**config.mk**
```make
export PLATFORM = sky130hd
export DESIGN_NAME = sorted_insert_stack_core
export DESIGN_NICKNAME = d
export VERILOG_FILES = /design/src/rtl/core/sis_pkg.sv /design/src/rtl/core/sorted_insert_stack_core.sv /design/src/rtl/core/sis_datapath.sv /design/src/rtl/core/sis_ctrl.sv
export SDC_FILE = /design/constraint.sdc
export NUM_CORES = 2
export LEC_CHECK = 0
export BUFFER_PORTS_ARGS = -buffer_cell sky130_fd_sc_hd__buf_2
export CAP_MARGIN = 20
export CORE_MARGIN = 2
export CORE_UTILIZATION = 48
export DETAILED_ROUTE_END_ITERATION = 6
export PLACE_DENSITY_LB_ADDON = 0.3
export SKIP_CTS_REPAIR_TIMING = 1
export SYNTH_ARGS = -nofsm -noshare
export SYNTH_HDL_FRONTEND = slang
export SYNTH_SLANG_ARGS = --single-unit
```
**constraint.sdc**
```tcl
create_clock -name clk -period 18.8 [get_ports clk]
set_clock_uncertainty 0.2 [all_clocks]
set_input_delay 3.76 -clock clk [delete_from_list [all_inputs] [get_ports clk]]
set_output_delay 3.76 -clock clk [all_outputs]
set_load 0.02 [all_outputs]
```
**src/rtl/core/sis_pkg.sv**
```systemverilog
// Shared types and constants for the sorted insert stack.
// Used by sis_ctrl, sis_datapath and sorted_insert_stack_core; no dependencies.
`default_nettype none

package sis_pkg;

  localparam int DEPTH = 16;
  localparam int VAL_W = 32;
  localparam int CNT_W = $clog2(DEPTH + 1);
  localparam int OUT_CNT_W = 5;

  typedef enum logic {
    KIND_PUSH = 1'b0,
    KIND_POP  = 1'b1
  } kind_t;

  typedef struct packed {
    logic                    kind;
    logic signed [VAL_W-1:0] value;
  } in_item_t;

  typedef struct packed {
    logic signed [VAL_W-1:0] top_value;
    logic [OUT_CNT_W-1:0]    count;
    logic                    is_empty;
    logic                    error;
  } out_item_t;

  // Controller to datapath.
  typedef struct packed {
    logic load;    // capture the accepted input beat
    logic exec;    // apply the held operation and load the result register
    logic refuse;  // the held operation is refused: state stays, error flag set
  } dp_cmd_t;

  // Datapath to controller.
  typedef struct packed {
    logic full;
    logic empty;
    logic is_pop;
  } dp_sts_t;

endpackage

`default_nettype wire

```
**src/rtl/core/sorted_insert_stack_core.sv**
```systemverilog
// Top level of the sorted insert stack: joins the controller and the datapath.
// Depends on sis_pkg, sis_ctrl and sis_datapath.
//
//   Channel  Direction  Handshake             Beat contents
//   in_      input      in_valid / in_stall   sis_pkg::in_item_t  (kind, value)
//   out_     output     out_valid / out_stall sis_pkg::out_item_t (top, count, flags)
//
// Each operation is accepted in the idle state, then in the execute state runs the
// compare-and-shift over all sixteen cells at once and loads the result register.
// A new beat is accepted while the previous result still waits in that register.
// A stalled result holds the next operation in its execute cycle until it drains.
// Reset clears the entry count and the handshake state; no clearing pass.
`default_nettype none

module sorted_insert_stack_core (
  input  logic               clk,
  input  logic               rst_n,
  input  logic               in_valid,
  output logic               in_stall,
  input  sis_pkg::in_item_t  in_item,
  output logic               out_valid,
  input  logic               out_stall,
  output sis_pkg::out_item_t out_item
);
  import sis_pkg::*;

  dp_cmd_t cmd;
  dp_sts_t sts;

  sis_ctrl u_ctrl (
    .clk       (clk),
    .rst_n     (rst_n),
    .in_valid  (in_valid),
    .in_stall  (in_stall),
    .out_valid (out_valid),
    .out_stall (out_stall),
    .sts       (sts),
    .cmd       (cmd)
  );

  sis_datapath u_datapath (
    .clk      (clk),
    .rst_n    (rst_n),
    .in_item  (in_item),
    .cmd      (cmd),
    .sts      (sts),
    .out_item (out_item)
  );

endmodule

`default_nettype wire

```
**src/rtl/core/sis_datapath.sv**
```systemverilog
// Datapath of the sorted insert stack: input register, sorted cell chain and
// result register. Depends on sis_pkg.
`default_nettype none

module sis_datapath (
  input  logic               clk,
  input  logic               rst_n,
  input  sis_pkg::in_item_t  in_item,
  input  sis_pkg::dp_cmd_t   cmd,
  output sis_pkg::dp_sts_t   sts,
  output sis_pkg::out_item_t out_item
);
  import sis_pkg::*;

  in_item_t                item_r;
  logic signed [VAL_W-1:0] cell_r   [DEPTH];
  logic signed [VAL_W-1:0] cell_nxt [DEPTH];
  logic [CNT_W-1:0]        count_r, count_nxt;
  logic [DEPTH-1:0]        smaller;
  out_item_t               res_r, res_nxt;
  logic                    do_push, do_pop;

  // Cell 0 is the top. Entries are ascending from the top down, so the cells
  // holding values strictly below the new value form a prefix of the chain.
  always_comb begin
    for (int i = 0; i < DEPTH; i++) begin
      smaller[i] = (CNT_W'(i) < count_r) && (cell_r[i] < item_r.value);
    end
  end

  assign do_push = cmd.exec && !cmd.refuse && (item_r.kind == KIND_PUSH);
  assign do_pop  = cmd.exec && !cmd.refuse && (item_r.kind == KIND_POP);

  always_comb begin
    for (int i = 0; i < DEPTH; i++) begin
      cell_nxt[i] = cell_r[i];
      if (do_push) begin
        if (smaller[i]) begin
          cell_nxt[i] = cell_r[i];
        end else if (i == 0) begin
          cell_nxt[i] = item_r.value;
        end else if (smaller[(i == 0) ? 0 : i-1]) begin
          cell_nxt[i] = item_r.value;
        end else begin
          cell_nxt[i] = cell_r[(i == 0) ? 0 : i-1];
        end
      end else if (do_pop && (i < DEPTH-1)) begin
        cell_nxt[i] = cell_r[(i < DEPTH-1) ? i+1 : i];
      end
    end
  end

  always_comb begin
    count_nxt = count_r;
    if (do_push) begin
      count_nxt = count_r + CNT_W'(1);
    end else if (do_pop) begin
      count_nxt = count_r - CNT_W'(1);
    end
  end

  always_comb begin
    res_nxt.top_value = '0;
    if (do_push) begin
      res_nxt.top_value = smaller[0] ? cell_r[0] : item_r.value;
    end else if (do_pop) begin
      if (count_r > CNT_W'(1)) begin
        res_nxt.top_value = cell_r[1];
      end
    end else if (count_r != '0) begin
      res_nxt.top_value = cell_r[0];
    end
    res_nxt.count    = OUT_CNT_W'(count_nxt);
    res_nxt.is_empty = (count_nxt == '0);
    res_nxt.error    = cmd.refuse;
  end

  always_ff @(posedge clk) begin
    if (!rst_n) begin
      count_r <= '0;
    end else begin
      count_r <= count_nxt;
    end
  end

  always_ff @(posedge clk) begin
    if (cmd.load) begin
      item_r <= in_item;
    end
    if (cmd.exec) begin
      res_r <= res_nxt;
    end
    for (int i = 0; i < DEPTH; i++) begin
      cell_r[i] <= cell_nxt[i];
    end
  end

  assign sts.full   = (count_r == CNT_W'(DEPTH));
  assign sts.empty  = (count_r == '0);
  assign sts.is_pop = (item_r.kind == KIND_POP);
  assign out_item   = res_r;

  a_count_bound: assert property (@(posedge clk) disable iff (!rst_n)
    count_r <= CNT_W'(DEPTH))
    else $error("entry count above depth");

  a_refuse_keeps_count: assert property (@(posedge clk) disable iff (!rst_n)
    (cmd.exec && cmd.refuse) |=> $stable(count_r))
    else $error("refused operation changed the count");

  a_top_sorted: assert property (@(posedge clk) disable iff (!rst_n)
    (count_r > CNT_W'(1)) |-> (cell_r[0] <= cell_r[1]))
    else $error("top entry is not the smallest");

endmodule

`default_nettype wire

```
**src/rtl/core/sis_ctrl.sv**
```systemverilog
// Controller of the sorted insert stack: accept/execute state machine and
// result valid flag. Depends on sis_pkg.
`default_nettype none

module sis_ctrl (
  input  logic             clk,
  input  logic             rst_n,
  input  logic             in_valid,
  output logic             in_stall,
  output logic             out_valid,
  input  logic             out_stall,
  input  sis_pkg::dp_sts_t sts,
  output sis_pkg::dp_cmd_t cmd
);
  import sis_pkg::*;

  typedef enum logic [1:0] {
    ST_IDLE = 2'b01,
    ST_EXEC = 2'b10
  } state_t;

  state_t state_r, state_nxt;
  logic   out_valid_r, out_valid_nxt;
  logic   out_free;

  // The result register can take a new beat when empty or being drained now.
  assign out_free = !out_valid_r || !out_stall;
  assign in_stall = (state_r != ST_IDLE);

  always_comb begin
    state_nxt     = state_r;
    out_valid_nxt = out_valid_r && out_stall;
    cmd.load      = 1'b0;
    cmd.exec      = 1'b0;
    cmd.refuse    = sts.is_pop ? sts.empty : sts.full;
    unique case (state_r)
      ST_IDLE: begin
        if (in_valid) begin
          cmd.load  = 1'b1;
          state_nxt = ST_EXEC;
        end
      end
      ST_EXEC: begin
        if (out_free) begin
          cmd.exec      = 1'b1;
          out_valid_nxt = 1'b1;
          state_nxt     = ST_IDLE;
        end
      end
      default: begin
        state_nxt = ST_IDLE;
      end
    endcase
  end

  always_ff @(posedge clk) begin
    if (!rst_n) begin
      state_r     <= ST_IDLE;
      out_valid_r <= 1'b0;
    end else begin
      state_r     <= state_nxt;
      out_valid_r <= out_valid_nxt;
    end
  end

  assign out_valid = out_valid_r;

  a_exec_needs_room: assert property (@(posedge clk) disable iff (!rst_n)
    cmd.exec |-> (!out_valid_r || !out_stall))
    else $error("result overwritten while stalled");

  a_exec_gives_result: assert property (@(posedge clk) disable iff (!rst_n)
    cmd.exec |=> out_valid_r)
    else $error("executed operation produced no result beat");

  a_load_then_exec_state: assert property (@(posedge clk) disable iff (!rst_n)
    cmd.load |=> (state_r == ST_EXEC))
    else $error("accepted beat not held for execution");

endmodule

`default_nettype wire

```
Word level (Yosys, flattened, before mapping)

Memory sizes are Yosys's and may differ from the RTL's.
Cells that the tools add are included.

Input bits: 37
Word-level logic and storage cells: 158
Register bits after elaboration: 80
Output and inout bits: 41
RAM bits: 512
Memories kept: 1

$lt $le $gt $ge: 33
Reductions and logical operators: 28
Bitwise operators: 1
Add/sub/neg operators: 2
Mux-type cells: 78
Equal/unequal tests: 6

Memories:

| name              | words | width | rd ports | clocked after memory_dff | wr ports | RTL line           | text |
|---|---|---|---|---|---|---|---|
| u_datapath.cell_r | 16    | 32    | 16       | 0                        | 16       | sis_datapath.sv:16 | `logic signed [VAL_W-1:0] cell_r [DEPTH];` |

Operator list:

| kind                                                          | count |
|---|---|
| 2-to-1 mux 32 bit                                             | 66 |
| less-than comparator 32 bit                                   | 16 |
| less-than comparator 4 x 5 -> 1 bit, first input constant     | 8 |
| logical AND 1 bit                                             | 20 |
| less-than comparator 3 x 5 -> 1 bit, first input constant     | 4 |
| zero test 5 bit                                               | 2 |
| less-than comparator 1 x 5 -> 1 bit, first input constant     | 2 |
| less-than comparator 2 x 5 -> 1 bit, first input constant     | 2 |
| 2-to-1 mux 5 bit                                              | 2 |
| 2-to-1 mux 1 bit                                              | 7 |
| adder 5 x 1 -> 5 bit, second input constant                   | 1 |
| equality test 5 bit, second input constant                    | 1 |
| greater-than comparator 5 x 1 -> 1 bit, second input constant | 1 |
| nonzero test 5 bit                                            | 1 |
| subtractor 5 x 1 -> 5 bit, second input constant              | 1 |
| 2-to-1 mux 2 bit                                              | 2 |
| inequality test 2 x 1 -> 1 bit, second input constant         | 2 |
| one-hot mux 2 bit (2 select lines)                            | 1 |
| zero test 1 bit                                               | 3 |
| equality test 2 x 1 -> 1 bit, second input constant           | 1 |
| equality test 2 bit, second input constant                    | 1 |
| inequality test 2 bit, second input constant                  | 1 |
| AND reduction 2 bit                                           | 1 |
| logical OR 1 bit                                              | 1 |
| inverter 1 bit                                                | 1 |

Depth between registers and ports, before layout

Depth in word-level cells: 9
Mapped depth: 13
Depth with buffers taken out: 10

Hierarchy

Synthesis repeated with hierarchy kept, for this count alone.

Cells, all modules: 4305
Area total of the unflattened synthesis: 41959.0 um^2

By module, submodules not included:

| module       | sequential area each (um^2) | area an instance (um^2) | instances | cells an instance |
|---|---|---|---|---|
| sis_datapath | 17636.9                     | 41827.6                 | 1         | 4292 |
| sis_ctrl     | 60.1                        | 131.4                   | 1         | 13 |

Least setup slack after synthesis

No wires, ideal clock.

Path kind: input-to-reg
Start point: in out_stall
End point: mem u_datapath.cell_r[3][4] (netlist: u_datapath.cell_r[0][100]), enable pin
Setup slack: 9.320 ns
Arrival: 8.809 ns
Data required time: 18.130 ns
Stages: 5
Path buffers: 2
Library setup time: 0.470 ns
Cell sequence: a21oi_1 nor2b_1 buf_2 clkbuf_1 a21boi_0

RTL lines:

| element            | RTL line                       | text |
|---|---|---|
| start: declaration | sorted_insert_stack_core.sv:22 | `input logic out_stall,` |
| end: declaration   | sis_datapath.sv:16             |  |

==> metrics.csv <==
metric;value;unit
hpwl dp;83900;um
CP arrival;8.00;ns
initial antenna violation count;1;
Max FO, Critical Path;72;
Crit path buffers/inverters;4;
Root Buffer;clkbuf_16;
final period utilization;40.9;%
Final Instance Area;43900;um^2
TritonCTS clock tree;yes;
PwrDens;68.4;nW/um^2
P&R area growth vs syn;7.97;%
number of synthesis warnings;0;
Post-synth EDFFs;584;
routed wire length per instance;23.1;um
routability cong.;0.844;
Starting Density;48.6;%
commonest non-fill, non-tap cells in the layout;edfxtp_1, nand2_1, ha_1, nand3_1, o211ai_1;
Fill cells;7527;
number of max-cap violations;0;
Crit path required time;19.11;ns
Highest Clock Rate;130;MHz
Yosys top cell area share;43.2;%
Synth area leaders;edfxtp_1, ha_1, o211ai_1;
Max transition margin;29.9;%
non-filler cells, final;5131;
n_diodes;0;
post-synthesis sequential area ratio;43.5;%
number of synthesized register bits;592;
most common cell after layout, fill and taps aside;edfxtp_1;
Critical Path Most Common Cell;buf_4;
share of layout cells above drive strength 1;6.88;%
status;finished clean;
1st-iter DRT viols;3176;
final setup violation count;0;
I/O pin count;78;
Max VDD drop;0.0000841;V
Net Count, Synth;4571;
Total GRT Usage;26.8;%
CP endpoint kind;flop;
Sink Count;592;
Top delay family on crit path;buffers and inverters;
final count of hold timing violations;0;
row cnt;106;
Async SR Flop Fraction;0;%
CTS Buf Count;61;
final routed DRC violation total;0;
synthesized area;40600;um^2
Total Wirelength;119000;um
Synth Area per Inst;10.1;um^2
pin count of the biggest net entering global routing;92;
Vias/cell;6.47;
CP peak stage delay;0.70;ns
static leakage;16.5;nW
Hold Crit Class;flop to flop;
max-slew violation count;0;
global-route wire length before repair;185000;um
vias in the first global route;32100;
H-tree levels;2;
final hold slack;0.375;ns
worst slew pin tran;1.05;ns
min Tclk post-route;7.69;ns
critical-path cell list;buf_2 > a21oi_4 > buf_4 > nor2b_4 > and2_4 > buf_4 > buf_4 > nand2_1 > nor2_1 > a221o_1;
gr ovfl total;0;
nets;4482;
cell taking the most area after synthesis;edfxtp_1;
die width;295;um
Syn Inst Count;4034;
die area;87000;um^2
Place WS;10.51;ns
Synth Flop Type;edfxtp_1;
Vias;33200;
fin worst setup slack;11.11;ns
placed cell count;5016;
Worst-Skew Late Latency;0.66;ns
core area;83700;um^2
Placed Area;41900;um^2
Detail Route Antenna Nets;0;
clk buf depth;3;
unrepaired setup endpoints after global routing;false;
worst setup path class;input port to flop;
Final TNS setup;0;ns
Die Height;295;um
Critical Path Start Type;input port;
synth unique cells;64;
Worst path slowest cell;buf_4;
clock slew at reported path FFs;0.06;ns
Port Buf Inserts;77;
drt first pass iters;5;
[stage by stage]
stage	util (%)	power, W
detailed placement	50.1	0.00177
global route	52.4	0.00309
finish	52.4	0.00300
global placement	50.1	0.00176
CTS	52.4	0.00301
floorplan	-	0.00168
[cell families after synthesis]
logic type | after synthesis | synth area share [%]
AO/OA/AOI/OAI | 1084 | 18.3
flip-flops | 592 | 43.5
adder cells (fa/ha/maj) | 500 | 15.4
XOR/XNOR | 6 | 0.129
AND/OR/NAND/NOR | 1396 | 16.3
buffers and inverters | 352 | 3.78
multiplexers | 104 | 2.56
[worst register-to-register path: stages, from the launching register on]
cell      delay [ns]
edfxtp_1        0.61
inv_1           0.64
ha_1            0.38
a21oi_1         0.15
o21ai_0         0.18
a211oi_1        0.46
nor3_1          0.13
o21ai_0         0.80
mux2i_4         0.34
buf_4           0.55
o21a_1          0.31
buf_4           0.43
[registers in the layout (all words and copies together), names as in the netlist]
register             count
u_datapath.cell_r      512
u_datapath.out_item     39
u_datapath.item_r       32
u_datapath.count_r       5
u_ctrl.state_r           2
u_ctrl.out_valid         1
u_datapath.sts           1
[routing by layer]
| layer | vias up | routed length [um] | track usage, % |
|---|---|---|---|
| li1 | 15600 | - | - |
| met1 | 16200 | 52100 | 37.2 |
| met2 | 1213 | 55400 | 43.7 |
| met3 | 209 | 7160 | 2.68 |
| met4 | 2 | 4050 | 9.18 |
| met5 | - | 9 | 0 |
[cell usage after synthesis (27+ instances only)]
library cell / instances
edfxtp_1: 584
nand2_1: 559
ha_1: 500
nand3_1: 412
o211ai_1: 394
a21oi_1: 223
clkbuf_1: 157
nor2_1: 143
o21ai_0: 120
buf_2: 104
mux2i_1: 103
nand4_1: 77
a21o_1: 71
inv_1: 48
nor3b_1: 46
a31oi_1: 44
and3_1: 43
a211o_1: 35
and4_1: 34
a221o_1: 33
o41ai_1: 32
buf_1: 27
[final cells by class]
type | count | area (um^2) | area share [%]
clock buffers | 75 | 1600 | 3.65
clock inverters | 40 | 370 | 0.844
inverters | 48 | 180 | 0.411
multi-input cells | 3090 | 21700 | 49.4
flip-flops and latches | 592 | 17700 | 40.3
well taps | 1134 | 1420 | 3.23
repair buffers | 152 | 948 | 2.16
[power by group]
part | leakage, nW | switching (W) | internal (W) | total, W
Clock | 0.971 | 0.000555 | 0.000697 | 0.00125
Combinational | 10.2 | 0.000177 | 0.0000972 | 0.000275
Sequential | 5.31 | 0.0000207 | 0.00145 | 0.00148
Total | 16.5 | 0.000753 | 0.00225 | 0.00300
[path summary, 6_finish.rpt]
kind	start	end	slack (ns)	cells past startpoint
max	out_stall	u_datapath.out_item[24]	11.11	10
min	u_ctrl.out_valid	u_ctrl.out_valid	0.38	2
max reg2reg	u_datapath.item_r[9]	u_datapath.cell_r[0][166]	13.24	11
min reg2reg	u_ctrl.out_valid	u_ctrl.out_valid	0.38	2
Note: power is estimated with default switching activity, not from simulation.
